`src/hdl/keyed_tile_span_window_emitter_top_defines.svh`:
```
// Assertion macros shared by the span window emitter modules.
`ifndef KEYED_TILE_SPAN_WINDOW_EMITTER_TOP_DEFINES_SVH
`define KEYED_TILE_SPAN_WINDOW_EMITTER_TOP_DEFINES_SVH

// Check a condition in the same cycle as its trigger.
`define KTSWE_ASSERT_NOW(lbl, ante, cons, msg) \
    lbl: assert property (@(posedge i_clk) disable iff (!i_rst_n) (ante) |-> (cons)) \
        else $error(msg);

// Check a condition in the cycle after its trigger.
`define KTSWE_ASSERT_NEXT(lbl, ante, cons, msg) \
    lbl: assert property (@(posedge i_clk) disable iff (!i_rst_n) (ante) |=> (cons)) \
        else $error(msg);

`endif

```
`src/hdl/ktswe_pkg.sv`:
```
// Shared types and constants of the span window emitter.
package ktswe_pkg;

    // Width of the chunk length field; covers chunks of up to 256 pixels.
    localparam int LEN_W = 9;

    // Configuration register indexes.
    typedef enum logic [1:0] {
        CFG_KEY_COLOR     = 2'd0,
        CFG_SCREEN_WIDTH  = 2'd1,
        CFG_SCREEN_HEIGHT = 2'd2
    } t_ktswe_cfg_idx;

    // One closed, on-screen chunk waiting to be drained.
    typedef struct packed {
        logic [15:0]      left;
        logic [15:0]      row;
        logic [LEN_W-1:0] len;
        logic             bank;
    } t_ktswe_desc;

    // Drain side hands a span bank back to the front.
    typedef struct packed {
        logic valid;
        logic bank;
    } t_ktswe_rel;

    // Drain sequencer states.
    typedef enum logic [1:0] {
        BK_IDLE,
        BK_SETUP,
        BK_RUN
    } t_ktswe_bstate;

endpackage

```
`src/hdl/ktswe_in_if.sv`:
```
// Pixel input channel.
interface ktswe_in_if;
    logic        valid;
    logic        ready;
    logic [15:0] pixel;
    logic [15:0] tile_x;
    logic [15:0] tile_y;
    logic [15:0] tile_width;
    logic        start_of_tile;

    modport source (
        output valid, pixel, tile_x, tile_y, tile_width, start_of_tile,
        input  ready
    );
    modport sink (
        input  valid, pixel, tile_x, tile_y, tile_width, start_of_tile,
        output ready
    );
endinterface

```
`src/hdl/ktswe_out_if.sv`:
```
// Window pixel output channel.
interface ktswe_out_if;
    logic        valid;
    logic        ready;
    logic [15:0] window_left;
    logic [15:0] window_row;
    logic [15:0] window_right;
    logic [15:0] out_pixel;
    logic        last_of_chunk;

    modport source (
        output valid, window_left, window_row, window_right, out_pixel, last_of_chunk,
        input  ready
    );
    modport sink (
        input  valid, window_left, window_row, window_right, out_pixel, last_of_chunk,
        output ready
    );
endinterface

```
`src/hdl/ktswe_span_mem.sv`:
```
// Two-bank span pixel store, one write and one registered read port.
module ktswe_span_mem #(
    parameter int ADDR_W = 7
) (
    input  logic              i_clk,
    input  logic              i_we,
    input  logic [ADDR_W-1:0] i_waddr,
    input  logic [15:0]       i_wdata,
    input  logic              i_re,
    input  logic [ADDR_W-1:0] i_raddr,
    output logic [15:0]       o_rdata
);
    logic [15:0] r_mem [2**ADDR_W];
    logic [15:0] r_rdata;

    // Store pixels of the open chunk
    always_ff @(posedge i_clk) begin
        if (i_we) begin
            r_mem[i_waddr] <= i_wdata;
        end
    end

    // Fetch the next pixel for the drain
    always_ff @(posedge i_clk) begin
        if (i_re) begin
            r_rdata <= r_mem[i_raddr];
        end
    end

    assign o_rdata = r_rdata;
endmodule

```
`src/hdl/ktswe_queue.sv`:
```
// Two-entry queue of chunk descriptors between front and drain.
module ktswe_queue (
    input  logic                  i_clk,
    input  logic                  i_rst_n,
    input  logic                  i_push,
    input  ktswe_pkg::t_ktswe_desc i_data,
    input  logic                  i_pop,
    output logic                  o_valid,
    output logic                  o_full,
    output ktswe_pkg::t_ktswe_desc o_data
);
    import ktswe_pkg::*;

    t_ktswe_desc r_data [2];
    logic        r_wp;
    logic        r_rp;
    logic [1:0]  r_cnt;

    // Hold entries
    always_ff @(posedge i_clk) begin
        if (i_push) begin
            r_data[r_wp] <= i_data;
        end
    end

    // Advance pointers and fill level
    always_ff @(posedge i_clk) begin
        if (!i_rst_n) begin
            r_wp  <= 1'b0;
            r_rp  <= 1'b0;
            r_cnt <= 2'd0;
        end else begin
            if (i_push) begin
                r_wp <= ~r_wp;
            end
            if (i_pop) begin
                r_rp <= ~r_rp;
            end
            r_cnt <= r_cnt + 2'(i_push) - 2'(i_pop);
        end
    end

    assign o_valid = (r_cnt != 2'd0);
    assign o_full  = (r_cnt == 2'd2);
    assign o_data  = r_data[r_rp];
endmodule

```
`src/hdl/ktswe_front.sv`:
```
// Front end: tracks tile position, gathers visible spans and closes chunks.
module ktswe_front #(
    parameter int CHUNK_MAX = 64,
    parameter int IDX_W     = 6,
    parameter int CNT_W     = 7
) (
    input  logic                   i_clk,
    input  logic                   i_rst_n,
    ktswe_in_if.sink               i_in,
    input  logic [15:0]            i_key_color,
    input  logic [15:0]            i_screen_width,
    input  logic [15:0]            i_screen_height,
    output logic                   o_mem_we,
    output logic [IDX_W:0]         o_mem_waddr,
    output logic [15:0]            o_mem_wdata,
    output logic                   o_push,
    output ktswe_pkg::t_ktswe_desc o_desc,
    input  logic                   i_q_full,
    input  ktswe_pkg::t_ktswe_rel  i_rel
);
    import ktswe_pkg::*;
    `include "keyed_tile_span_window_emitter_top_defines.svh"

    logic [CNT_W-1:0] r_cnt;
    logic [15:0]      r_start;
    logic [15:0]      r_col;
    logic [15:0]      r_row;
    logic             r_wbank;
    logic [1:0]       r_busy;

    logic [CNT_W-1:0] cnt_eff;
    logic [CNT_W-1:0] cnt_inc;
    logic [CNT_W-1:0] len;
    logic [15:0]      col_eff;
    logic [15:0]      row_eff;
    logic [15:0]      start_eff;
    logic [15:0]      left;
    logic [15:0]      row_abs;
    logic             is_key;
    logic             eor;
    logic             close;
    logic             drop;
    logic             acc;
    logic             push;

    // Classify the incoming pixel against the open span
    always_comb begin
        col_eff   = i_in.start_of_tile ? 16'd0 : r_col;
        row_eff   = i_in.start_of_tile ? 16'd0 : r_row;
        cnt_eff   = i_in.start_of_tile ? '0 : r_cnt;
        start_eff = (cnt_eff == '0) ? col_eff : r_start;
        is_key    = (i_in.pixel == i_key_color);
        cnt_inc   = cnt_eff + CNT_W'(1);
        eor       = ({1'b0, col_eff} + 17'd1) >= {1'b0, i_in.tile_width};
        close     = is_key ? (cnt_eff != '0)
                           : ((cnt_inc == CNT_W'(CHUNK_MAX)) || eor);
        len       = is_key ? cnt_eff : cnt_inc;
        left      = i_in.tile_x + start_eff;
        row_abs   = i_in.tile_y + row_eff;
        drop      = (left >= i_screen_width) || (row_abs >= i_screen_height);
    end

    // Stall while the span bank is still being drained or the descriptor queue is full
    assign i_in.ready = !r_busy[r_wbank] && !i_q_full;
    assign acc        = i_in.valid && i_in.ready;
    assign push       = acc && close && !drop;

    assign o_mem_we    = acc && !is_key;
    assign o_mem_waddr = {r_wbank, cnt_eff[IDX_W-1:0]};
    assign o_mem_wdata = i_in.pixel;

    assign o_push      = push;
    assign o_desc.left = left;
    assign o_desc.row  = row_abs;
    assign o_desc.len  = LEN_W'(len);
    assign o_desc.bank = r_wbank;

    // Advance tile position and span state
    always_ff @(posedge i_clk) begin
        if (!i_rst_n) begin
            r_cnt   <= '0;
            r_start <= 16'd0;
            r_col   <= 16'd0;
            r_row   <= 16'd0;
        end else if (acc) begin
            r_cnt   <= close ? '0 : len;
            r_start <= start_eff;
            r_col   <= eor ? 16'd0 : col_eff + 16'd1;
            r_row   <= eor ? row_eff + 16'd1 : row_eff;
        end
    end

    // Swap banks on each queued chunk, free them as the drain finishes
    always_ff @(posedge i_clk) begin
        if (!i_rst_n) begin
            r_wbank <= 1'b0;
            r_busy  <= 2'b00;
        end else begin
            if (push) begin
                r_wbank         <= ~r_wbank;
                r_busy[r_wbank] <= 1'b1;
            end
            if (i_rel.valid) begin
                r_busy[i_rel.bank] <= 1'b0;
            end
        end
    end

    `KTSWE_ASSERT_NOW(a_push_free_bank, push, !r_busy[r_wbank], "chunk queued on a busy bank")
    `KTSWE_ASSERT_NOW(a_push_room, push, !i_q_full, "chunk queued into a full queue")
    `KTSWE_ASSERT_NEXT(a_push_swaps, push, r_wbank != $past(r_wbank), "bank not swapped")
endmodule

```
`src/hdl/ktswe_back.sv`:
```
// Drain: clamps each chunk's window and streams its pixels out.
module ktswe_back #(
    parameter int IDX_W = 6
) (
    input  logic                   i_clk,
    input  logic                   i_rst_n,
    input  logic [15:0]            i_screen_width,
    input  logic                   i_q_valid,
    input  ktswe_pkg::t_ktswe_desc i_q_data,
    output logic                   o_q_pop,
    output logic                   o_mem_re,
    output logic [IDX_W:0]         o_mem_raddr,
    input  logic [15:0]            i_mem_rdata,
    output ktswe_pkg::t_ktswe_rel  o_rel,
    ktswe_out_if.source            o_out
);
    import ktswe_pkg::*;
    `include "keyed_tile_span_window_emitter_top_defines.svh"

    t_ktswe_bstate    r_state;
    t_ktswe_bstate    n_state;
    logic [15:0]      r_left;
    logic [15:0]      r_row;
    logic [LEN_W-1:0] r_len;
    logic             r_bank;
    logic [15:0]      r_right;
    logic [15:0]      r_col;
    logic [IDX_W-1:0] r_idx;
    logic             r_ov;
    logic [15:0]      r_o_left;
    logic [15:0]      r_o_row;
    logic [15:0]      r_o_right;
    logic             r_o_last;

    logic             adv;
    logic             issue;
    logic             last;
    logic [16:0]      sum;
    logic [16:0]      lim;
    logic [15:0]      right;

    assign adv  = !r_ov || o_out.ready;
    assign last = (r_col == r_right);

    // Clamp the chunk's right edge to the screen
    always_comb begin
        sum   = {1'b0, r_left} + 17'(r_len) - 17'd1;
        lim   = {1'b0, i_screen_width} - 17'd1;
        right = (sum > lim) ? lim[15:0] : sum[15:0];
    end

    // Next state
    always_comb begin
        n_state = r_state;
        unique case (r_state)
            BK_IDLE:  if (i_q_valid) begin
                n_state = BK_SETUP;
            end
            BK_SETUP: n_state = BK_RUN;
            BK_RUN:   if (adv && last) begin
                n_state = BK_IDLE;
            end
            default:  n_state = BK_IDLE;
        endcase
    end

    // State outputs
    always_comb begin
        o_q_pop = 1'b0;
        issue   = 1'b0;
        unique case (r_state)
            BK_IDLE:  o_q_pop = i_q_valid;
            BK_SETUP: issue   = 1'b0;
            BK_RUN:   issue   = adv;
            default:  issue   = 1'b0;
        endcase
    end

    assign o_mem_re    = issue;
    assign o_mem_raddr = {r_bank, r_idx};
    assign o_rel.valid = issue && last;
    assign o_rel.bank  = r_bank;

    always_ff @(posedge i_clk) begin
        if (!i_rst_n) begin
            r_state <= BK_IDLE;
        end else begin
            r_state <= n_state;
        end
    end

    // Load the chunk, then walk its pixels
    always_ff @(posedge i_clk) begin
        if (o_q_pop) begin
            r_left <= i_q_data.left;
            r_row  <= i_q_data.row;
            r_len  <= i_q_data.len;
            r_bank <= i_q_data.bank;
        end
        if (r_state == BK_SETUP) begin
            r_right <= right;
            r_col   <= r_left;
            r_idx   <= '0;
        end else if (issue) begin
            r_col <= r_col + 16'd1;
            r_idx <= r_idx + IDX_W'(1);
        end
    end

    // Output register, refilled when empty or taken
    always_ff @(posedge i_clk) begin
        if (!i_rst_n) begin
            r_ov <= 1'b0;
        end else if (adv) begin
            r_ov <= issue;
        end
    end

    always_ff @(posedge i_clk) begin
        if (issue) begin
            r_o_left  <= r_left;
            r_o_row   <= r_row;
            r_o_right <= r_right;
            r_o_last  <= last;
        end
    end

    assign o_out.valid         = r_ov;
    assign o_out.window_left   = r_o_left;
    assign o_out.window_row    = r_o_row;
    assign o_out.window_right  = r_o_right;
    assign o_out.out_pixel     = i_mem_rdata;
    assign o_out.last_of_chunk = r_o_last;

    `KTSWE_ASSERT_NEXT(a_setup_runs, r_state == BK_SETUP, r_state == BK_RUN, "setup not followed by run")
    `KTSWE_ASSERT_NOW(a_col_in_window, r_state == BK_RUN, r_col <= r_right, "drain ran past window")
    `KTSWE_ASSERT_NEXT(a_last_shown, o_rel.valid, r_ov && r_o_last, "final pixel not presented")
endmodule

```
`src/hdl/keyed_tile_span_window_emitter_top.sv`:
```
// Each pixel is taken while the span bank it lands in is free; a front end gathers
// visible runs into one of two span banks and queues every closed, on-screen chunk,
// while the drain sends one pixel per cycle unless its output stalls. For each chunk
// the drain first pops the descriptor and then clamps the right edge; input stalls
// only when both banks still await draining. Key pixels and dropped chunks leave
// nothing. Configuration is written through i_cfg_we / i_cfg_idx / i_cfg_data and must
// only change while the block is idle. No clearing pass follows reset.
module keyed_tile_span_window_emitter_top #(
    parameter int CHUNK_MAX = 64
) (
    input  logic        i_clk,
    input  logic        i_rst_n,
    ktswe_in_if.sink    i_in,
    ktswe_out_if.source o_out,
    input  logic        i_cfg_we,
    input  logic [1:0]  i_cfg_idx,
    input  logic [15:0] i_cfg_data
);
    import ktswe_pkg::*;

    localparam int IDX_W = (CHUNK_MAX > 1) ? $clog2(CHUNK_MAX) : 1;
    localparam int CNT_W = $clog2(CHUNK_MAX + 1);

    logic [15:0]    r_key_color;
    logic [15:0]    r_screen_width;
    logic [15:0]    r_screen_height;

    logic           mem_we;
    logic [IDX_W:0] mem_waddr;
    logic [15:0]    mem_wdata;
    logic           mem_re;
    logic [IDX_W:0] mem_raddr;
    logic [15:0]    mem_rdata;
    logic           push;
    logic           pop;
    logic           q_valid;
    logic           q_full;
    t_ktswe_desc    push_desc;
    t_ktswe_desc    q_desc;
    t_ktswe_rel     rel;

    // Hold configuration registers
    always_ff @(posedge i_clk) begin
        if (!i_rst_n) begin
            r_key_color     <= 16'd0;
            r_screen_width  <= 16'd320;
            r_screen_height <= 16'd240;
        end else if (i_cfg_we) begin
            unique case (i_cfg_idx)
                CFG_KEY_COLOR:     r_key_color     <= i_cfg_data;
                CFG_SCREEN_WIDTH:  r_screen_width  <= i_cfg_data;
                CFG_SCREEN_HEIGHT: r_screen_height <= i_cfg_data;
                default:           r_key_color     <= r_key_color;
            endcase
        end
    end

    ktswe_front #(
        .CHUNK_MAX (CHUNK_MAX),
        .IDX_W     (IDX_W),
        .CNT_W     (CNT_W)
    ) u_front (
        .i_clk           (i_clk),
        .i_rst_n         (i_rst_n),
        .i_in            (i_in),
        .i_key_color     (r_key_color),
        .i_screen_width  (r_screen_width),
        .i_screen_height (r_screen_height),
        .o_mem_we        (mem_we),
        .o_mem_waddr     (mem_waddr),
        .o_mem_wdata     (mem_wdata),
        .o_push          (push),
        .o_desc          (push_desc),
        .i_q_full        (q_full),
        .i_rel           (rel)
    );

    ktswe_queue u_queue (
        .i_clk   (i_clk),
        .i_rst_n (i_rst_n),
        .i_push  (push),
        .i_data  (push_desc),
        .i_pop   (pop),
        .o_valid (q_valid),
        .o_full  (q_full),
        .o_data  (q_desc)
    );

    ktswe_span_mem #(
        .ADDR_W (IDX_W + 1)
    ) u_mem (
        .i_clk   (i_clk),
        .i_we    (mem_we),
        .i_waddr (mem_waddr),
        .i_wdata (mem_wdata),
        .i_re    (mem_re),
        .i_raddr (mem_raddr),
        .o_rdata (mem_rdata)
    );

    ktswe_back #(
        .IDX_W (IDX_W)
    ) u_back (
        .i_clk          (i_clk),
        .i_rst_n        (i_rst_n),
        .i_screen_width (r_screen_width),
        .i_q_valid      (q_valid),
        .i_q_data       (q_desc),
        .o_q_pop        (pop),
        .o_mem_re       (mem_re),
        .o_mem_raddr    (mem_raddr),
        .i_mem_rdata    (mem_rdata),
        .o_rel          (rel),
        .o_out          (o_out)
    );
endmodule
```
`src/flat_wrapper.sv`:
```
// flat-port wrapper written by rule: the top's interface ports become plain ports
module keyed_tile_span_window_emitter_top_flat import ktswe_pkg::*;
#(
    parameter int CHUNK_MAX = 64
)
  (i_clk, i_rst_n, i_cfg_we, i_cfg_idx, i_cfg_data, i_in_valid, i_in_pixel, i_in_tile_x, i_in_tile_y, i_in_tile_width, i_in_start_of_tile, i_in_ready, o_out_valid, o_out_window_left, o_out_window_row, o_out_window_right, o_out_out_pixel, o_out_last_of_chunk, o_out_ready);
  ktswe_in_if i_in_i ();
  ktswe_out_if o_out_i ();
  input  logic i_clk;
  input  logic i_rst_n;
  input  logic i_cfg_we;
  input  logic [1:0] i_cfg_idx;
  input  logic [15:0] i_cfg_data;
  input wire logic [$bits(i_in_i.valid)-1:0] i_in_valid;
  input wire logic [$bits(i_in_i.pixel)-1:0] i_in_pixel;
  input wire logic [$bits(i_in_i.tile_x)-1:0] i_in_tile_x;
  input wire logic [$bits(i_in_i.tile_y)-1:0] i_in_tile_y;
  input wire logic [$bits(i_in_i.tile_width)-1:0] i_in_tile_width;
  input wire logic [$bits(i_in_i.start_of_tile)-1:0] i_in_start_of_tile;
  output wire logic [$bits(i_in_i.ready)-1:0] i_in_ready;
  output wire logic [$bits(o_out_i.valid)-1:0] o_out_valid;
  output wire logic [$bits(o_out_i.window_left)-1:0] o_out_window_left;
  output wire logic [$bits(o_out_i.window_row)-1:0] o_out_window_row;
  output wire logic [$bits(o_out_i.window_right)-1:0] o_out_window_right;
  output wire logic [$bits(o_out_i.out_pixel)-1:0] o_out_out_pixel;
  output wire logic [$bits(o_out_i.last_of_chunk)-1:0] o_out_last_of_chunk;
  input wire logic [$bits(o_out_i.ready)-1:0] o_out_ready;
  assign i_in_i.valid = i_in_valid;
  assign i_in_i.pixel = i_in_pixel;
  assign i_in_i.tile_x = i_in_tile_x;
  assign i_in_i.tile_y = i_in_tile_y;
  assign i_in_i.tile_width = i_in_tile_width;
  assign i_in_i.start_of_tile = i_in_start_of_tile;
  assign i_in_ready = i_in_i.ready;
  assign o_out_valid = o_out_i.valid;
  assign o_out_window_left = o_out_i.window_left;
  assign o_out_window_row = o_out_i.window_row;
  assign o_out_window_right = o_out_i.window_right;
  assign o_out_out_pixel = o_out_i.out_pixel;
  assign o_out_last_of_chunk = o_out_i.last_of_chunk;
  assign o_out_i.ready = o_out_ready;
  keyed_tile_span_window_emitter_top #(.CHUNK_MAX(CHUNK_MAX)) u_core (.i_clk(i_clk), .i_rst_n(i_rst_n), .i_in(i_in_i), .o_out(o_out_i), .i_cfg_we(i_cfg_we), .i_cfg_idx(i_cfg_idx), .i_cfg_data(i_cfg_data));
endmodule
```
`config.mk`:
```
export PLATFORM = sky130hd
export DESIGN_NAME = keyed_tile_span_window_emitter_top_flat
export DESIGN_NICKNAME = d
export VERILOG_FILES = /design/src/hdl/ktswe_pkg.sv /design/src/hdl/ktswe_in_if.sv /design/src/hdl/ktswe_out_if.sv /design/src/hdl/ktswe_span_mem.sv /design/src/hdl/ktswe_queue.sv /design/src/hdl/ktswe_front.sv /design/src/hdl/ktswe_back.sv /design/src/hdl/keyed_tile_span_window_emitter_top.sv /design/src/flat_wrapper.sv
export VERILOG_INCLUDE_DIRS = /design/src /design/src/hdl
export SDC_FILE = /design/constraint.sdc
export NUM_CORES = 2
export LEC_CHECK = 0
export BUFFER_PORTS_ARGS = -buffer_cell sky130_fd_sc_hd__buf_2
export CELL_PAD_IN_SITES_DETAIL_PLACEMENT = 2
export CELL_PAD_IN_SITES_GLOBAL_PLACEMENT = 2
export CORE_MARGIN = 2
export CORE_UTILIZATION = 50
export CTS_CLUSTER_DIAMETER = 150
export DETAILED_ROUTE_END_ITERATION = 10
export PLACE_DENSITY_LB_ADDON = 0.1
export SYNTH_ARGS = -nofsm -noshare
export SYNTH_HDL_FRONTEND = slang
export SYNTH_SLANG_ARGS = --single-unit
```
`constraint.sdc`:
```
create_clock -name i_clk -period 9.85 [get_ports i_clk]
set_input_delay 1.97 -clock i_clk [delete_from_list [all_inputs] [get_ports i_clk]]
set_output_delay 1.97 -clock i_clk [all_outputs]
set_load 0.005 [all_outputs]
```
==> results of run 1 <==
-- per-stage QoR --
step,setup slack [ns],instances
floorplan,0.9711,4749
global placement,1.146,7385
-- kinds of logic after synthesis --
family	Yosys count	synth area share, %
compound gates	286	1.873
fa+ha+maj	131	1.737
flops	2384	73.59
xor+xnor	120	1.099
simple gates	731	3.523
mux	752	16.74
buf+inv	345	1.436
-- synthesized netlist by cell type, drive strengths merged, types with 3 or more instances --
| cell | n | area [µm²] |
|---|---|---|
| a211o | 13 | 113.9 |
| nand2 | 206 | 773.2 |
| nand2b | 18 | 112.6 |
| nor2b | 44 | 275.3 |
| a21o | 17 | 127.6 |
| xor2 | 32 | 280.3 |
| nand3b | 10 | 75.07 |
| o21ai | 49 | 245.2 |
| edfxtp | 2265 | 68020 |
| o2111ai | 3 | 26.28 |
| xnor2 | 88 | 770.7 |
| a31o | 6 | 52.55 |
| or4 | 6 | 45.04 |
| dfxtp | 119 | 2382 |
| mux4 | 672 | 15130 |
| and2 | 4 | 25.02 |
| a211oi | 13 | 97.59 |
| inv | 108 | 405.4 |
| or2 | 3 | 18.77 |
| nand3 | 65 | 325.3 |
| nor4 | 9 | 56.30 |
| a221oi | 3 | 26.28 |
| o211ai | 24 | 180.2 |
| or3 | 7 | 43.79 |
| ha | 128 | 1602 |
| nor3b | 6 | 45.04 |
| nor2 | 243 | 912.1 |
| a32o | 6 | 60.06 |
| clkbuf | 136 | 510.5 |
| a31oi | 5 | 31.28 |
| nor3 | 45 | 225.2 |
| buf | 100 | 454.2 |
| o21a | 9 | 67.56 |
| and3b | 4 | 35.03 |
| and3 | 19 | 118.9 |
| fa | 3 | 60.06 |
| nand4 | 34 | 212.7 |
| a21oi | 118 | 590.6 |
| mux2 | 66 | 743.2 |
| mux2i | 14 | 140.1 |
==> results.json, run 1 <==
{
  "synth_cell_types": 64,
  "chipHeight_um": 441.4,
  "status": "stopped before the end",
  "initial_core_util_pct": 50.30,
  "yosysSeqAreaShare_pct": 73.59,
  "ys_warn_count": 0,
  "synthArstFlopShare_pct": 0,
  "die_w_um": 441.4,
  "synth-main-ff-cell": "edfxtp_1",
  "place_hpwl_um": 212900,
  "ios": 155,
  "error": "[ERROR DPL-0033] detailed placement checks failed during check placement.",
  "syn_area_per_cell_um2": 20.14,
  "synth-edff-count": 2265,
  "synth_area_um2": 95660,
  "rows": 160,
  "lastStage": "detailed placement (3_5_place_dp)",
  "synth_cells": 4749,
  "io_buffer_count": 154,
  "synth_seq_cells": 2384,
  "synth.net_count": 4968,
  "place.gp.congestion": 0.7844
}
==> run 2: changes to the inputs <==
--- a/config.mk
+++ b/config.mk
@@ -7,13 +7,10 @@
 export NUM_CORES = 2
 export LEC_CHECK = 0
 export BUFFER_PORTS_ARGS = -buffer_cell sky130_fd_sc_hd__buf_2
-export CELL_PAD_IN_SITES_DETAIL_PLACEMENT = 2
-export CELL_PAD_IN_SITES_GLOBAL_PLACEMENT = 2
 export CORE_MARGIN = 2
-export CORE_UTILIZATION = 50
-export CTS_CLUSTER_DIAMETER = 150
+export CORE_UTILIZATION = 40
 export DETAILED_ROUTE_END_ITERATION = 10
-export PLACE_DENSITY_LB_ADDON = 0.1
+export PLACE_DENSITY_LB_ADDON = 0.15
 export SYNTH_ARGS = -nofsm -noshare
 export SYNTH_HDL_FRONTEND = slang
 export SYNTH_SLANG_ARGS = --single-unit
==> results.json, run 2 <==
{
  "status": "finished, violations left",
  "violations": "design-rule violations",
  "ys_warn_count": 0,
  "clk_latency_ns": 0.90,
  "crit_chain": "buf_2 -> nand2b_1 -> ha_1 -> nor2b_2 -> buf_4 -> mux2i_1 -> fa_1 -> nor2b_1 -> o21ai_0 -> a21boi_0 -> o211ai_1 -> a31oi_1 -> or4b_2 -> nand3_1 -> ha_1 -> nor2b_1 -> o21ai_0 -> nand3_1 -> nand3b_1 -> a211o_1 -> nor2_4 -> buf_4",
  "cts.sinks": 2384,
  "place_inst": 8034,
  "met3_length_um": 14070,
  "nNetsFinal": 5364,
  "gr-total-overflow": 0,
  "max_freq_mhz": 128.9,
  "critPathCaptureType": "register",
  "cts_made_buffers": 276,
  "n_fill_cell": 20040,
  "crit_type": "primary input to register",
  "min_period_ns": 7.758,
  "met1Wirelength_um": 112700,
  "cp.arrival_ns": 8.30,
  "crit_required_ns": 10.40,
  "power_density_nw_per_um2": 251.9,
  "setup_ws_ns": 2.092,
  "synthArstFlopShare_pct": 0,
  "largest-register": "u_core.u_mem.r_mem",
  "synth-main-ff-cell": "edfxtp_1",
  "rows": 179,
  "drt_iter0_drc": 5046,
  "place.gp.congestion": 0.8152,
  "rsz0062_at_grt": "no",
  "chipHeight_um": 493.0,
  "synth_area_um2": 95660,
  "largest_reg_flops": 2048,
  "grt_max_degree": 145,
  "wl_met2_um": 120700,
  "viasPerCell": 5.629,
  "mostFrequentLayoutCell": "edfxtp_1",
  "report.final.slew_viol_count": 0,
  "cp_slowest_cell": "nor2_4",
  "whs_ns": 0.4202,
  "p_leak_uw": 0.03465,
  "setup_viol": 0,
  "max_cap_viol_count": 0,
  "grt_pass1_wl_um": 361600,
  "peakVddDrop_mv": 0.2073,
  "vias": 47900,
  "finalNonFillerCells": 8509,
  "yosysMostFrequentCell": "edfxtp_1",
  "core-area_um2": 237900,
  "grt_pass1_vias": 48070,
  "cp_top_family": "simple AND/OR/NAND/NOR gates",
  "syn_area_per_cell_um2": 20.14,
  "path_buf_inv": 3,
  "synth.net_count": 4968,
  "place_hpwl_um": 150100,
  "initial_core_util_pct": 40.22,
  "die_w_um": 493.0,
  "drc": 16,
  "reg.largest.list": "u_core.u_mem.r_mem (2048), u_core.u_queue.r_data (80)",
  "slowest_delay_ns": 0.69,
  "slew_headroom_pct": 23.94,
  "synth_seq_cells": 2384,
  "synth_top_area_cell": "edfxtp_1",
  "synth.area.top_cells": "edfxtp_1 71%, mux4_2 16%, dfxtp_1 2.5%, ha_1 1.7%, nor2_1 0.95%",
  "synth_cells": 4749,
  "ios": 155,
  "finalSetupTns_ns": 0,
  "hold_buffers": 0,
  "cts.clk_slew.worst_paths_ns": 0.06,
  "post-cts-setup-buffers": 0,
  "cts_tree": "built",
  "cp-start-kind": "primary input",
  "top_layer_used": "met5",
  "routedWlPerCell_um": 29.82,
  "final_cell_mix": "2,265 x edfxtp_1, 672 x mux4_2, 285 x clkbuf_16",
  "place_ws_ns": 1.194,
  "cts-root-buf": "clkbuf_16",
  "hold_path_class": "register to register",
  "synth-edff-count": 2265,
  "post_cts_resized": 0,
  "synth_common_cells": "2,265 x edfxtp_1, 672 x mux4_2, 243 x nor2_1, 206 x nand2_1, 136 x clkbuf_1",
  "final_hold_viol_count": 0,
  "yosysTopAreaCellShare_pct": 71.10,
  "worst_pin_slew_ns": 1.137,
  "cts_htree_levels": 5,
  "track_usage_pct": 20.76,
  "synth_cell_types": 64,
  "antenna_found_initial": 8,
  "crit_fanout": 25,
  "timing.final.crit_share_pct": 78.76,
  "firstDrtPassIters": 10,
  "drive_above_1_share_pct": 28.99,
  "die-area_um2": 243100,
  "clockBufferDepth": 4,
  "drt.antenna.violating_nets": 0,
  "yosysSeqAreaShare_pct": 73.59,
  "clock_skew_ns": 0.07047,
  "io_buffer_count": 154,
  "routed_wl_um": 253800,
  "area_delta_synth_final_pct": 14.93
}
==> run 2: cell counts after synthesis <==
No cell type changed its count.
==> run 2: worst register-to-register path: stages (launching register included) <==
cell and delay [ns]:
dfxtp_1 0.52, nor3_1 0.54, a21oi_1 0.15, nor2b_2 0.37
buf_4 0.39, mux2i_1 0.40, fa_1 0.30, nor2b_1 0.06
o21ai_0 0.21, a21boi_0 0.23, o211ai_1 0.31, a31oi_1 0.18
or4b_2 0.67, nand3_1 0.16, ha_1 0.26, nor2b_1 0.13
o21ai_0 0.15, nand3_1 0.08, nand3b_1 0.18, a211o_1 0.40
nor2_4 0.69, buf_4 0.39
==> run 2: cell type report <==
class,instances,area (µm²),share of cell area (%)
Tap cell,3167,3963,3.604
Multi-Input combinational cell,2020,24120,21.93
Timing Repair Buffer,354,2437,2.217
Inverter,109,409.1,0.3721
Clock buffer,345,7387,6.719
Sequential cell,2384,70420,64.05
Clock inverter,128,1214,1.104
Antenna cell,2,5.005,0.004552
==> run 2: cell families after synthesis <==
family | synth area share, %
flip-flops | 73.59
multiplexers | 16.74
AND/OR/NAND/NOR | 3.523
buffers and inverters | 1.436
AO/OA/AOI/OAI | 1.873
adder cells (fa/ha/maj) | 1.737
XOR/XNOR | 1.099
==> run 2: metrics by stage <==
stage	power (µW)	util, %	area, µm²
2_1_floorplan	16030	-	95660
6_report	27700	46.23	109900
3_5_place_dp	18160	42.61	101300
5_1_grt	28750	46.22	109900
4_1_cts	28040	46.22	109900
3_3_place_gp	18150	42.61	101300
==> run 2: layer usage <==
layer / vias up / GRT usage [%]
li1: 20230 / -
met1: 25710 / 30.28
met2: 1586 / 32.95
met3: 369 / 2.957
met4: 2 / 5.364
met5: - / 0
==> run 2: where the power goes <==
part           switching, µW  total (µW)  leakage, µW  internal (µW)
clock network           3960        9850      0.00420           5900
logic                   3270        6090      0.00908           2820
registers                300       11800       0.0214          11500
total                   7520       27700       0.0346          20200
==> run 2: worst paths after layout <==
path	slack, ns	cells past startpoint	startpoint	to
worst max register to register	2.75	21	u_core.u_front.r_cnt[3]	u_core.u_queue.r_data[0][13]
worst max-delay path	2.09	22	i_in_start_of_tile	u_core.u_queue.r_data[0][13]
worst min register to register	0.42	0	u_core.u_back.r_row[11]	u_core.u_back.o_out.window_row[11]
worst min-delay path	0.42	0	u_core.u_back.r_row[11]	u_core.u_back.o_out.window_row[11]
Note: power is estimated with default switching activity, not from simulation.
